$ cat config.mk
export PLATFORM = sky130hd
export DESIGN_NAME = line_rasterizer
export DESIGN_NICKNAME = d
export VERILOG_FILES = /design/src/rtl/lr_pkg.sv /design/src/rtl/lr_ctrl.sv /design/src/rtl/lr_datapath.sv /design/src/rtl/line_rasterizer.sv
export SDC_FILE = /design/constraint.sdc
export NUM_CORES = 1
export LEC_CHECK = 0
export BUFFER_PORTS_ARGS = -buffer_cell sky130_fd_sc_hd__buf_2
export CORE_MARGIN = 3
export CORE_UTILIZATION = 25
export CTS_BUF_LIST = sky130_fd_sc_hd__clkbuf_8
export DETAILED_ROUTE_END_ITERATION = 8
export PLACE_DENSITY_LB_ADDON = 0.15
export REMOVE_ABC_BUFFERS = 1
export SLEW_MARGIN = 20
export SYNTH_ARGS = -nofsm -noshare
export SYNTH_HDL_FRONTEND = slang
export SYNTH_SLANG_ARGS = --single-unit
$ cat constraint.sdc
create_clock -name clock -period 13.3 [get_ports clock]
set_input_delay 0.665 -clock clock [delete_from_list [all_inputs] [get_ports clock]]
set_output_delay 0.665 -clock clock [all_outputs]
set_load 0.05 [all_outputs]
$ cat src/rtl/lr_pkg.sv
// ----------------------------------------------------------------------------
// lr_pkg: shared types and helpers of the line rasteriser
// payload structs, controller to datapath command and status, coordinate clamp
// ----------------------------------------------------------------------------
package lr_pkg;

   localparam int GRID_SIZE = 64;
   localparam int COORD_W   = 6;

   typedef struct packed {
      logic [COORD_W-1:0] start_x;
      logic [COORD_W-1:0] start_y;
      logic [COORD_W-1:0] end_x;
      logic [COORD_W-1:0] end_y;
      logic [7:0]         glyph;
      logic [15:0]        paint;
   } lr_req_type;

   typedef struct packed {
      logic [COORD_W-1:0] pixel_x;
      logic [COORD_W-1:0] pixel_y;
      logic [7:0]         pixel_glyph;
      logic [15:0]        pixel_paint;
      logic               last_pixel;
   } lr_rsp_type;

   // controller to datapath
   typedef struct packed {
      logic load;    // capture a new segment
      logic setup;   // derive slope terms
      logic step;    // emit one pixel and advance
   } lr_cmd_type;

   // datapath to controller
   typedef struct packed {
      logic last_step;
   } lr_status_type;

   // saturate a coordinate to the grid
   function automatic logic [COORD_W-1:0] lr_clamp(input logic [COORD_W-1:0] v);
      logic [COORD_W-1:0] c;
      c = v;
      if ({1'b0, v} >= (COORD_W+1)'(GRID_SIZE)) begin
         c = COORD_W'(GRID_SIZE - 1);
      end
      return c;
   endfunction

endpackage

$ cat src/rtl/lr_ctrl.sv
// ----------------------------------------------------------------------------
// lr_ctrl: sequencing of the line rasteriser
// idle, a set-up state, then one pixel per cycle until the last one
// ----------------------------------------------------------------------------
module lr_ctrl
   import lr_pkg::*;
(
   input  logic          clock,
   input  logic          reset,
   input  logic          start,
   input  lr_status_type status,
   output lr_cmd_type    cmd,
   output logic          busy
);

   typedef enum logic [1:0] {
      ST_IDLE,
      ST_SETUP,
      ST_RUN
   } state_type;

   state_type state_ff, state_in;
   logic      busy_ff, busy_in;

   always_comb begin
      state_in = state_ff;
      case (state_ff)
         ST_IDLE: begin
            if (start) begin
               state_in = ST_SETUP;
            end
         end
         ST_SETUP: begin
            state_in = ST_RUN;
         end
         ST_RUN: begin
            if (status.last_step) begin
               state_in = ST_IDLE;
            end
         end
         default: begin
            state_in = ST_IDLE;
         end
      endcase
      busy_in = (state_in != ST_IDLE);
   end

   always_ff @(posedge clock) begin
      if (reset) begin
         state_ff <= ST_IDLE;
         busy_ff  <= 1'b0;
      end else begin
         state_ff <= state_in;
         busy_ff  <= busy_in;
      end
   end

   assign cmd.load  = start && !busy_ff;
   assign cmd.setup = (state_ff == ST_SETUP);
   assign cmd.step  = (state_ff == ST_RUN);
   assign busy      = busy_ff;

endmodule

$ cat src/rtl/lr_datapath.sv
// ----------------------------------------------------------------------------
// lr_datapath: segment registers, slope set-up and incremental rounding
// keeps quotient and remainder of the rounded minor offset, no divider
// ----------------------------------------------------------------------------
module lr_datapath
   import lr_pkg::*;
(
   input  logic          clock,
   input  logic          reset,
   input  lr_cmd_type    cmd,
   input  lr_req_type    req_data,
   output lr_status_type status,
   output logic          rsp_strobe,
   output lr_rsp_type    rsp_data
);

   // captured segment
   logic [COORD_W-1:0] x1_ff, y1_ff, x2_ff, y2_ff;
   logic [7:0]         glyph_ff;
   logic [15:0]        paint_ff;

   // stepping state
   logic               steep_ff;
   logic [COORD_W-1:0] major_ff, major_in;
   logic [COORD_W-1:0] span_ff, span_in;
   logic [COORD_W-1:0] cnt_ff;
   logic [COORD_W-1:0] base_ff, base_in;
   logic signed [6:0]  q_ff, q_in, q_step;
   logic signed [8:0]  r_ff, r_in, r_step, r_sum;
   logic [6:0]         two_d_ff, two_d_in;
   logic signed [7:0]  delta_ff, delta_in;

   // output register
   logic               strobe_ff;
   lr_rsp_type         rsp_ff;

   // set-up terms
   logic signed [6:0]  dx, dy, n;
   logic [COORD_W-1:0] adx, ady, d_abs;
   logic               steep_in, d_neg;
   logic [COORD_W-1:0] minor;

   always_comb begin
      dx       = $signed({1'b0, x2_ff}) - $signed({1'b0, x1_ff});
      dy       = $signed({1'b0, y2_ff}) - $signed({1'b0, y1_ff});
      adx      = dx[6] ? COORD_W'(-dx) : dx[COORD_W-1:0];
      ady      = dy[6] ? COORD_W'(-dy) : dy[COORD_W-1:0];
      steep_in = ady > adx;
      if (steep_in) begin
         major_in = (y1_ff < y2_ff) ? y1_ff : y2_ff;
         span_in  = ady;
         base_in  = x1_ff;
         n        = dx;
         d_neg    = dy[6];
         d_abs    = ady;
      end else begin
         major_in = (x1_ff < x2_ff) ? x1_ff : x2_ff;
         span_in  = adx;
         base_in  = y1_ff;
         n        = dy;
         d_neg    = dx[6];
         d_abs    = adx;
      end
      two_d_in = {d_abs, 1'b0};
      // stepping from the far end walks the fraction downwards
      delta_in = d_neg ? -{n, 1'b0} : {n, 1'b0};
      q_in     = d_neg ? n : 7'sd0;
      r_in     = $signed({3'b000, d_abs});
   end

   // one remainder correction per step, |delta| never exceeds 2|d|
   always_comb begin
      r_sum  = r_ff + 9'(delta_ff);
      r_step = r_sum;
      q_step = q_ff;
      if (r_sum >= $signed({2'b00, two_d_ff})) begin
         r_step = r_sum - $signed({2'b00, two_d_ff});
         q_step = q_ff + 7'sd1;
      end else if (r_sum < 9'sd0) begin
         r_step = r_sum + $signed({2'b00, two_d_ff});
         q_step = q_ff - 7'sd1;
      end
      minor = base_ff + q_ff[COORD_W-1:0];
   end

   always_ff @(posedge clock) begin
      if (cmd.load) begin
         x1_ff    <= lr_clamp(req_data.start_x);
         y1_ff    <= lr_clamp(req_data.start_y);
         x2_ff    <= lr_clamp(req_data.end_x);
         y2_ff    <= lr_clamp(req_data.end_y);
         glyph_ff <= req_data.glyph;
         paint_ff <= req_data.paint;
      end
      if (cmd.setup) begin
         steep_ff <= steep_in;
         major_ff <= major_in;
         span_ff  <= span_in;
         cnt_ff   <= '0;
         base_ff  <= base_in;
         q_ff     <= q_in;
         r_ff     <= r_in;
         two_d_ff <= two_d_in;
         delta_ff <= delta_in;
      end else if (cmd.step) begin
         major_ff <= major_ff + COORD_W'(1);
         cnt_ff   <= cnt_ff + COORD_W'(1);
         q_ff     <= q_step;
         r_ff     <= r_step;
      end
      if (cmd.step) begin
         rsp_ff.pixel_x     <= steep_ff ? minor : major_ff;
         rsp_ff.pixel_y     <= steep_ff ? major_ff : minor;
         rsp_ff.pixel_glyph <= glyph_ff;
         rsp_ff.pixel_paint <= paint_ff;
         rsp_ff.last_pixel  <= (cnt_ff == span_ff);
      end
   end

   always_ff @(posedge clock) begin
      if (reset) begin
         strobe_ff <= 1'b0;
      end else begin
         strobe_ff <= cmd.step;
      end
   end

   assign status.last_step = (cnt_ff == span_ff);
   assign rsp_strobe       = strobe_ff;
   assign rsp_data         = rsp_ff;

endmodule

$ cat src/rtl/line_rasterizer.sv
// ----------------------------------------------------------------------------
// line_rasterizer: rational-rounding line rasteriser on a 64 by 64 grid
//
// a segment is taken as one beat on req_data at a clock edge where start is
// high and busy is low; busy rises in the next cycle and stays high while
// the segment is walked
// the cycle after acceptance goes to the slope set-up, then one pixel beat a
// cycle leaves on rsp_data with rsp_strobe high, in ascending order of the
// major axis, last_pixel marking the final one
// the first pixel passes the set-up state, a run step and the output register;
// busy stays high through the last run step and the next segment is taken
// once busy is low again, so a segment is walked to its end before the next
// is accepted; set-up, one pixel a cycle and the accepting cycle set the pace
// the last pixel sits in the output register while busy is already low, so
// the next segment may be accepted in that same cycle
// each pixel beat is shown for exactly one cycle; the receiver cannot stall
// synchronous reset returns the sequencer to idle and drops the strobe; a
// segment in flight is abandoned
// ----------------------------------------------------------------------------
module line_rasterizer
   import lr_pkg::*;
(
   input  logic       clock,
   input  logic       reset,
   input  logic       start,
   output logic       busy,
   input  lr_req_type req_data,
   output logic       rsp_strobe,
   output lr_rsp_type rsp_data
);

   lr_cmd_type    cmd;
   lr_status_type status;

   // sequencer: idle, set-up, run
   lr_ctrl u_lr_ctrl (
      .clock  (clock),
      .reset  (reset),
      .start  (start),
      .status (status),
      .cmd    (cmd),
      .busy   (busy)
   );

   // coordinates, slope terms and the output register
   lr_datapath u_lr_datapath (
      .clock      (clock),
      .reset      (reset),
      .cmd        (cmd),
      .req_data   (req_data),
      .status     (status),
      .rsp_strobe (rsp_strobe),
      .rsp_data   (rsp_data)
   );

endmodule

==> run metrics, run 1 <==
register area share after synthesis=51.18%; CP Max Fanout=21; area of the multi-input gates=3452 um^2; Slew Limit Fails=0; Worst Setup SP=u_lr_datapath.y2_ff[0]$_DFFE_PP_; Design Area, Final=just over 9000 um^2; worst setup margin=between 8 and 9 ns; MaxCap Viol Count=0; Core Util, Final=roughly 30%; IO Port Bufs=89; cell count after synthesis=644; Top-Level Pins=90; hold path startpoint=req_data[21]; hold crit path type=in -> reg; CTS tree=built; leading area contributor after synthesis=edfxtp_1; Initial DRT Pass Iterations=6; TritonCTS Buffers=17; die area=~33,000 um^2; Tcrit/Tclk final=approximately 39%; post-CTS resize count=0; via count=roughly 5k; most common cell after layout, fill and taps aside=edfxtp_1; Root Driver=clkbuf_8; leakage power=roughly 3.7 nW; DRT iter0 DRCs=just over 200; Worst Skew=~0.015 ns; dpl ws=8.037 ns; core footprint=approximately 30,000 um^2; Setup CP Type=reg -> reg; CTS max path bufs=2; Area growth syn-to-layout=17.41%; storage element area=just under 4000 um^2; GRT Overall Usage=around 11%; r2r startpoint=u_lr_datapath.y2_ff[0]$_DFFE_PP_; layout cells sized above 1=approximately a fifth; Final setup viols=0; clk_lat worst skew=around 0.45 ns; Nets=around 850; vias in the first global route=just over 5k; setup bufs post-CTS=0; Cell Count Post-Placement=1,110; Final ANT Viol Nets=0; async set-reset flop share out of synthesis=0%; R2R setup slack=8.05 ns; Mapped Avg Cell Area=between 10 and 15 um^2; worst slew pin tran=0.7672 ns; H-Tree Level Count=4; # rows=63; Die Wd=between 150 and 200 um; Distinct cells, synth=69; commonest cells after routing, fill and taps aside=123 x edfxtp_1, 89 x buf_2, 65 x inv_1; share of the synthesized area in the top cell type=47.81%; Final Hold Vio Count=0; top cells by area, synth=edfxtp_1 48%, ha_1 8.9%, mux2i_1 4.5%, xnor2_1 3.7%, dfxtp_1 3.4%; hold path depth=1; # diodes=0; r2r endpoint=u_lr_datapath.delta_ff[7]$_DFFE_PP_; Hold Buf Count CTS=0; YS warnings=0; Period minus WS final=between 5 and 6 ns; worst vdd ir=roughly 0.00011 V; drt drc=0; Layout Cells excl Fill=approximately 1.1k; worst hold margin=~0.38 ns; Crit. End Element=flip-flop; Die H=around 180 um; GRT overflow=0; RSZ-0062 raised after global routing=false; power density cells=roughly 280 nW/um^2; Post-synth EDFFs=123; DR vias/cell=approximately 4.4; first-pass GRT wire length=between 20 and 30 mm; Critical Path RT=around 14 ns; Initial Util=between 20% and 30%; Total Power=2.558 mW; crit start category=flip-flop; status=completed; Synth Register Bits=approximately 140; hold endpoint=u_lr_datapath.glyph_ff[5]$_DFFE_PP_; ys flop type=edfxtp_1; Fillers=slightly above 3k; post-DP HPWL=about 14 mm; Mapped Area=7725 um^2; CTS sink count=around 140; routability cong.=~0.75; WL per Instance=15.93 um; fmax=0.1905 GHz; largest net degree at the start of global routing=55; worst r2r path cells=19; Area after DPL=roughly 8600 um^2; setup_tns=0 ns; initial antenna violation count=0; crit path DAT=approximately 5.5 ns; final WL=approximately 18 mm; clk slew on worst S/H paths=about 0.10 ns; Max-slew headroom=approximately 49%
==> worst max-delay path, stage by stage (launching register included) <==
cell and delay, ns:
edfxtp_1 0.41, inv_1 0.08, ha_1 0.19, fa_1 0.22, nor2b_1 0.05, o21ai_0 0.21
nand2b_1 0.13, a31oi_1 0.62, o31ai_1 0.27, xor2_1 0.24, inv_1 0.06, ha_1 0.30
nand4_1 0.14, a21oi_1 0.09, o32ai_4 0.59, buf_4 0.36, mux2i_1 0.52, or2_1 0.22
o32ai_2 0.10, a211oi_1 0.27
==> layer usage <==
metal / vias to the layer above / part of all wire, % / track usage [%]
met3: 8 / 2.7 / 2.244
met4: 0 / 0.69 / 2.803
li1: 2545 / - / -
met5: - / 0 / 0
met1: 2356 / 52 / 16.14
met2: 68 / 45 / 16.91
==> sequential cells by signal, indices dropped and copies added (netlist names), 7 cells and up <==
| register | flops |
|---|---|
| u_lr_datapath.rsp_data | 37 |
| u_lr_datapath.glyph_ff | 8 |
| u_lr_datapath.r_ff | 9 |
| u_lr_datapath.paint_ff | 16 |
| u_lr_datapath.delta_ff | 7 |
==> cell families (layout without fill, tap and decap cells) <==
group / Yosys count / count (layout) / share of synthesized area, %
simple gates: 126 / 126 / 8.018
buf+inv: 82 / 190 / 4.292
fa+ha+maj: 62 / 62 / 10.72
xor+xnor: 55 / 55 / 6.236
mux: 51 / 51 / 6.868
compound gates: 132 / 132 / 12.68
flops: 136 / 136 / 51.18
==> cell usage after synthesis (3+ instances only) <==
cell type and number:
inv_1 65, a211oi_1 5, nand4_1 8, buf_4 3
xnor2_1 33, edfxtp_1 123, nor3_1 6, o211ai_1 4
xor2_1 22, fa_1 7, o21bai_1 5, nand2b_1 5
o2111ai_1 4, a21oi_1 25, nor2b_1 8, mux2_2 15
a311oi_1 5, a31oi_1 3, buf_2 4, mux2i_1 35
o21a_1 10, nand2_1 37, o31a_1 6, dfxtp_1 13
nor2_1 29, clkbuf_1 8, nand3_1 13, o21ai_0 24
a21o_1 12, ha_1 55
==> area by class of cell <==
| type | instances | share of cell area, % |
|---|---|---|
| clock buffer | 17 | 2.580 |
| multi-input combinational | 426 | 38.06 |
| timing repair buffer | 93 | 5.242 |
| tap | 390 | 5.380 |
| clock inverter | 15 | 2.456 |
| inverter | 65 | 2.690 |
| sequential | 136 | 43.59 |
==> worst max path at each step <==
stage               slack [ns]                                  end
floorplan                 8.54  u_lr_datapath.delta_ff[7]$_DFFE_PP_
global placement          8.19  u_lr_datapath.delta_ff[7]$_DFFE_PP_
detailed placement        8.04  u_lr_datapath.delta_ff[7]$_DFFE_PP_
CTS                       8.00  u_lr_datapath.delta_ff[7]$_DFFE_PP_
global route              7.49  u_lr_datapath.delta_ff[7]$_DFFE_PP_
finish                    8.05  u_lr_datapath.delta_ff[7]$_DFFE_PP_
==> power breakdown <==
group	switching (mW)	leakage, nW	total (mW)	internal [mW]
Combinational	0.874	2.18	1.49	0.618
Clock	0.200	0.231	0.398	0.198
Sequential	0.0535	1.26	0.669	0.616
Note: power is estimated with default switching activity, not from simulation.
==> run 2: changes to the inputs <==
Clock period 13.3 ns to 4.9 ns, I/O delays scaled along.
==> run metrics, run 2 (synthesized netlist as in run 1, its figures left out) <==
status=completed (unchanged); worst slew pin tran=0.8683 ns (was 0.7672 ns); CTS max path bufs=2 (unchanged); r2r startpoint=u_lr_datapath.delta_ff[5]$_DFFE_PP_ (was u_lr_datapath.y2_ff[0]$_DFFE_PP_); Clock Power Share=12.5% (was 15.5%); Final setup viols=0 (unchanged); hold crit path type=in -> reg (unchanged); Critical path buffers and inverters=0 (was 3); Worst Setup SP=u_lr_datapath.delta_ff[5]$_DFFE_PP_ (was u_lr_datapath.y2_ff[0]$_DFFE_PP_); WL per Instance=15.29 um (was 15.93 um); DR vias/cell=4.365 (was 4.358); power density cells=733.9 nW/um^2 (was 282.0 nW/um^2); Root Driver=clkbuf_8 (unchanged); Sw Ratio=44.30% (was 44.06%); initial antenna violation count=0 (unchanged); via count=5,286 (was 4,977); Top-Level Pins=90 (unchanged); core footprint=30,030 um^2 (unchanged); combinational share of power=62.0% (was 58.3%); # rows=63 (unchanged); Initial Util=25.72% (unchanged); Worst setup endpoint=u_lr_datapath.q_ff[5]$_DFFE_PP_ (was u_lr_datapath.delta_ff[7]$_DFFE_PP_); final WL=18.52 mm (was 18.19 mm); Critical Path RT=5.07 ns (was 13.57 ns); H-Tree Level Count=4 (unchanged); CP top delay family=simple AND/OR/NAND/NOR gates (was compound AO/OA/AOI/OAI gates); CTS tree=built (unchanged); die area=33,040 um^2 (unchanged); DRT iter0 DRCs=193 (was 206); IO Port Bufs=89 (unchanged); Final ANT Viol Nets=0 (unchanged); TritonCTS Buffers=17 (unchanged); leakage power=3.933 nW (was 3.673 nW); Final Hold Vio Count=0 (unchanged); Slew Limit Fails=0 (unchanged); worst hold margin=0.08813 ns (was 0.3790 ns); commonest cells after routing, fill and taps aside=123 x edfxtp_1, 89 x buf_2, 65 x inv_1 (unchanged); MaxCap Viol Count=0 (unchanged); slowest stage delay, CP=0.44 ns (was 0.62 ns); CP Max Fanout=6 (was 21); R2R setup slack=0.24 ns (was 8.05 ns); Period minus WS final=4.661 ns (was 5.248 ns); routability cong.=0.7890 (was 0.7520); Fillers=3,030 (was 3,095); Tcrit/Tclk final=95.12% (was 39.46%); Crit. End Element=flip-flop (unchanged); # diodes=0 (unchanged); Worst path most repeated cell=ha_1; clk_lat worst skew=0.46 ns (was 0.45 ns); Setup CP Type=reg -> reg (unchanged); Initial DRT Pass Iterations=4 (was 6); r2r endpoint=u_lr_datapath.q_ff[5]$_DFFE_PP_ (was u_lr_datapath.delta_ff[7]$_DFFE_PP_); Design Area, Final=9677 um^2 (was 9070 um^2); Area growth syn-to-layout=25.27% (was 17.41%); GRT Overall Usage=11.37% (was 11.11%); Max-slew headroom=42.11% (was 48.61%); max FFs per register=37 (unchanged); Area after DPL=8733 um^2 (was 8613 um^2); CTS sink count=136 (unchanged); CP max stage cell=ha_1 (was a31oi_1); vias in the first global route=5,423 (was 5,097); clk slew on worst S/H paths=0.09 ns (was 0.10 ns); layout cells sized above 1=22.66% (was 20.88%); crit start category=flip-flop (unchanged); Nets=921 (was 852); Worst path depth=18 (was 19); worst r2r path cells=18 (was 19); fmax=0.2146 GHz (was 0.1905 GHz); Net Sw Power=3.146 mW (was 1.127 mW); post-DP HPWL=14.02 mm (was 13.84 mm); first-pass GRT wire length=29.55 mm (was 28.86 mm); most common cell after layout, fill and taps aside=edfxtp_1 (unchanged); crit path DAT=4.83 ns (was 5.52 ns); Die H=181.8 um (unchanged); internal power=3.956 mW (was 1.431 mW); worst vdd ir=0.0002444 V (was 0.0001068 V); GRT overflow=0 (unchanged); part of the power in registers=25.6% (was 26.2%); largest net degree at the start of global routing=49 (was 55); Die Wd=181.8 um (unchanged); worst-path cell chain=ha_1 > nand3_1 > o2111ai_1 > xor2_1 > ha_1 > nor4b_2 > and4_1 > nand4b_1 > a21boi_4 > nand2b_1 > ha_1 > a21o_1 > a21oi_1 > o21bai_1 > a21oi_1 > xnor2_1 > xnor2_1 > o22ai_1 (was inv_1 > ha_1 > fa_1 > nor2b_1 > o21ai_0 > nand2b_1 > a31oi_1 > o31ai_1 > xor2_1 > inv_1 > ha_1 > nand4_1 > a21oi_1 > o32ai_4 > buf_4 > mux2i_1 > or2_1 > o32ai_2 > a211oi_1); drt drc=0 (unchanged); Worst Skew=0.01108 ns (was 0.01474 ns)
-- run 2: worst min-delay path by stage --
stage | start | slack (ns) | cells past startpoint | endpoint
6_report | start | 0.09 | 3 | u_lr_ctrl.state_ff[0]$_SDFF_PP0_
5_1_grt | start | 0.08 | 3 | u_lr_ctrl.busy$_SDFF_PP0_
4_1_cts | start | 0.04 | 3 | u_lr_ctrl.state_ff[0]$_SDFF_PP0_
3_5_place_dp | u_lr_datapath.paint_ff[11]$_DFFE_PP_ | 0.40 | 0 | u_lr_datapath.rsp_data[12]$_DFFE_PP_
3_3_place_gp | u_lr_datapath.paint_ff[9]$_DFFE_PP_ | 0.40 | 0 | u_lr_datapath.rsp_data[10]$_DFFE_PP_
2_1_floorplan | reset | 0.31 | 1 | u_lr_datapath.rsp_strobe$_SDFF_PP0_
-- run 2: worst register-to-register path, stage by stage, from the launching register on --
cell	delay [ns]
edfxtp_1	0.37
ha_1	0.44
nand3_1	0.15
o2111ai_1	0.25
xor2_1	0.27
ha_1	0.34
nor4b_2	0.34
and4_1	0.28
nand4b_1	0.23
a21boi_4	0.09
nand2b_1	0.23
ha_1	0.32
a21o_1	0.16
a21oi_1	0.23
o21bai_1	0.09
a21oi_1	0.18
xnor2_1	0.15
xnor2_1	0.16
o22ai_1	0.10
-- run 2: metrics by stage --
step           instances  power (mW)  setup TNS [ns]  setup slack (ns)  utilization (%)
2_1_floorplan        627       4.897               0            0.1432                -
3_3_place_gp        1126       6.185               0            0.1694            29.08
3_5_place_dp        1126       6.126               0           0.09821            29.08
4_1_cts             1207       7.093               0           0.07547            31.95
5_1_grt             1211       7.725        -0.03663          -0.03663            32.22
6_report            1211       7.102               0            0.2393            32.22
-- run 2: final cells by class --
type | instances | area (um^2) | share of cell area (%)
clock buffers | 17 | 234.0 | 2.418
inverters | 65 | 244.0 | 2.521
repair buffers | 162 | 1116 | 11.53
multi-input cells | 426 | 3503 | 36.20
flip-flops and latches | 136 | 3954 | 40.86
well taps | 390 | 488.0 | 5.043
clock inverters | 15 | 137.6 | 1.422
-- run 2: repair_timing --
item	4_1_cts	5_1_grt
buffers inserted	0	4
setup endpoints to repair	0	9
resized for setup	0	10
endpoints found under the hold margin	52	0
hold buffers	49	0
-- run 2: power by group through the flow --
stage	Sequential [mW]	Combinational [mW]	Clock (mW)
floorplan	1.89	3.01	0
global placement	1.85	4.34	0
detailed placement	1.85	4.28	0
CTS	1.82	4.34	0.931
global route	1.85	4.90	0.983
finish	1.82	4.40	0.886
-- run 2: routing by layer --
metal	global-route usage [%]	part of all wire (%)
met5	0	0
met4	3.230	1.1
met3	2.424	2.6
met2	17.79	47
met1	15.90	50
==> run 3: changes to the inputs <==
Settings changed: CORE_UTILIZATION 25 to 61.
==> run metrics, run 3 (synthesized netlist as in run 1, its figures left out) <==
die area=14,050 um^2 (was 33,040 um^2); largest net degree at the start of global routing=49 (unchanged); worst vdd ir=0.0004279 V (was 0.0002444 V); max FFs per register=37 (unchanged); routability cong.=0.9153 (was 0.7890); H-Tree Level Count=4 (unchanged); DRT iter0 DRCs=371 (was 193); Crit. End Element=flip-flop (unchanged); hold crit path type=in -> reg (unchanged); CTS tree=built (unchanged); hold path depth=3 (unchanged); Setup CP Type=reg -> reg (unchanged); Slew Limit Fails=0 (unchanged); worst r2r path cells=18 (unchanged); CTS sink count=136 (unchanged); core footprint=12,210 um^2 (was 30,030 um^2); Final ANT Viol Nets=0 (unchanged); Die H=118.5 um (was 181.8 um); via count=5,599 (was 5,286); Nets=913 (was 921); Top-Level Pins=90 (unchanged); GRT Overall Usage=25.68% (was 11.37%); crit start category=flip-flop (unchanged); CP max stage cell=edfxtp_1 (was ha_1); Worst Skew=0.01594 ns (was 0.01108 ns); Layout Cells excl Fill=981 (was 1,211); Final setup viols=0 (unchanged); MaxCap Viol Count=0 (unchanged); power density cells=758.1 nW/um^2 (was 733.9 nW/um^2); final WL=17.74 mm (was 18.52 mm); clk slew on worst S/H paths=0.08 ns (was 0.09 ns); slowest stage delay, CP=0.39 ns (was 0.44 ns); WL per Instance=18.09 um (was 15.29 um); commonest cells after routing, fill and taps aside=123 x edfxtp_1, 89 x buf_2, 66 x inv_1 (was 123 x edfxtp_1, 89 x buf_2, 65 x inv_1); worst-path cell chain=ha_1 > nand3_1 > o2111ai_1 > xor2_2 > ha_1 > nor4b_1 > and4_1 > nand4b_1 > a21boi_4 > nand2b_2 > ha_1 > a21o_1 > a21oi_1 > o21bai_1 > a21oi_1 > xnor2_1 > xnor2_1 > o22ai_1 (was ha_1 > nand3_1 > o2111ai_1 > xor2_1 > ha_1 > nor4b_2 > and4_1 > nand4b_1 > a21boi_4 > nand2b_1 > ha_1 > a21o_1 > a21oi_1 > o21bai_1 > a21oi_1 > xnor2_1 > xnor2_1 > o22ai_1); GRT overflow=0 (unchanged); worst slew pin tran=0.7133 ns (was 0.8683 ns); CTS max path bufs=2 (unchanged); Root Driver=clkbuf_8 (unchanged); Tcrit/Tclk final=95.22% (was 95.12%); status=completed (unchanged); fmax=0.2143 GHz (was 0.2146 GHz); drt drc=0 (unchanged); Area after DPL=8381 um^2 (was 8733 um^2); first-pass GRT wire length=28.32 mm (was 29.55 mm); # rows=40 (was 63); # diodes=0 (unchanged); Fillers=823 (was 3,030); Design Area, Final=9407 um^2 (was 9677 um^2); clk_lat worst skew=0.46 ns (about the same); Max-slew headroom=52.45% (was 42.11%); DR vias/cell=5.707 (was 4.365); Die Wd=118.5 um (was 181.8 um); vias in the first global route=5,819 (was 5,423); Cell Count Post-Placement=894 (was 1,126); Critical Path RT=5.09 ns (was 5.07 ns); Initial Util=63.26% (was 25.72%); Worst path most repeated cell=ha_1 (unchanged); Final Hold Vio Count=0 (unchanged); CP Max Fanout=6 (unchanged); IO Port Bufs=89 (unchanged); initial antenna violation count=0 (unchanged); TritonCTS Buffers=17 (unchanged); layout cells sized above 1=22.39% (was 22.66%); most common cell after layout, fill and taps aside=edfxtp_1 (unchanged); post-DP HPWL=12.09 mm (was 14.02 mm); leakage power=3.931 nW (was 3.933 nW); Area growth syn-to-layout=21.77% (was 25.27%); crit path DAT=4.85 ns (was 4.83 ns); Period minus WS final=4.666 ns (was 4.661 ns); Initial DRT Pass Iterations=5 (was 4)
==> run 3: cell count changes in the layout (fill, tap and decap cells not counted), sizes merged <==
cell	change
buf	-8
bufinv	+3
clkinvlp	-2
inv	-1
==> run 3: worst paths after layout <==
| kind | startpoint | end | slack [ns] |
|---|---|---|---|
| hold reg to reg | u_lr_datapath.paint_ff[2]$_DFFE_PP_ | u_lr_datapath.rsp_data[3]$_DFFE_PP_ | 0.42 |
| setup reg to reg | u_lr_datapath.delta_ff[4]$_DFFE_PP_ | u_lr_datapath.q_ff[5]$_DFFE_PP_ | 0.23 |
| setup / recovery | u_lr_datapath.delta_ff[4]$_DFFE_PP_ | u_lr_datapath.q_ff[5]$_DFFE_PP_ | 0.23 |
| hold / removal | start | u_lr_ctrl.state_ff[0]$_SDFF_PP0_ | 0.11 |
==> run 3: metal layers <==
metal / part of all wire, % / vias to the layer above / wire [um] / global-route usage (%)
met5: 0 / - / 0 / 0
met4: 4.1 / 0 / 734 / 14.34
met3: 4.8 / 52 / 856 / 5.789
met2: 51 / 187 / 9090 / 44.09
met1: 40 / 2698 / 7063 / 29.65
li1: - / 2662 / - / -
==> run 3: timing repair <==
action,in CTS,in global routing
hold endpoints to repair,49,0
hold buffers,49,0
buffers inserted,0,6
gates resized for setup,0,15
endpoints found under the setup margin,0,4
==> run 3: power by group <==
group          switching (mW)  internal [mW]  total, mW
sequential              0.149           1.67       1.82
combinational            2.44           1.87       4.32
clock                   0.481          0.515      0.995
==> run 3: worst max-delay path, delay by kind of cell, from the launching register on <==
kind | cells | cell delay [ns]
AND/OR/NAND/NOR | 5 | 1.23
AO/OA/AOI/OAI | 7 | 1.20
adder cells (fa/ha/maj) | 3 | 1.01
XOR/XNOR | 3 | 0.56
flip-flops | 1 | 0.39
==> run 3: cell type report <==
class                      count  area [um^2]  share of cell area, %
clock buffer                  17        234.0                  2.487
timing repair buffer         154         1060                  11.27
inverter                      65        244.0                  2.594
multi-input combinational    426         3516                  37.38
tap                          168        210.2                  2.235
clock inverter                15        188.9                  2.009
sequential                   136         3954                  42.03
==> run 3: through the flow <==
stage	hold WS [ns]	power [mW]	setup TNS (ns)	worst slack, ns	util (%)
6_report	0.1094	7.131	0	0.2342	77.03
5_1_grt	0.09812	7.639	-0.08219	-0.05372	77.03
4_1_cts	0.08440	6.914	0	0.01736	76.11
3_5_place_dp	0.4045	5.869	0	0.05589	68.63
3_3_place_gp	0.4003	5.724	0	0.1352	68.63
2_1_floorplan	0.3117	4.897	0	0.1432	-
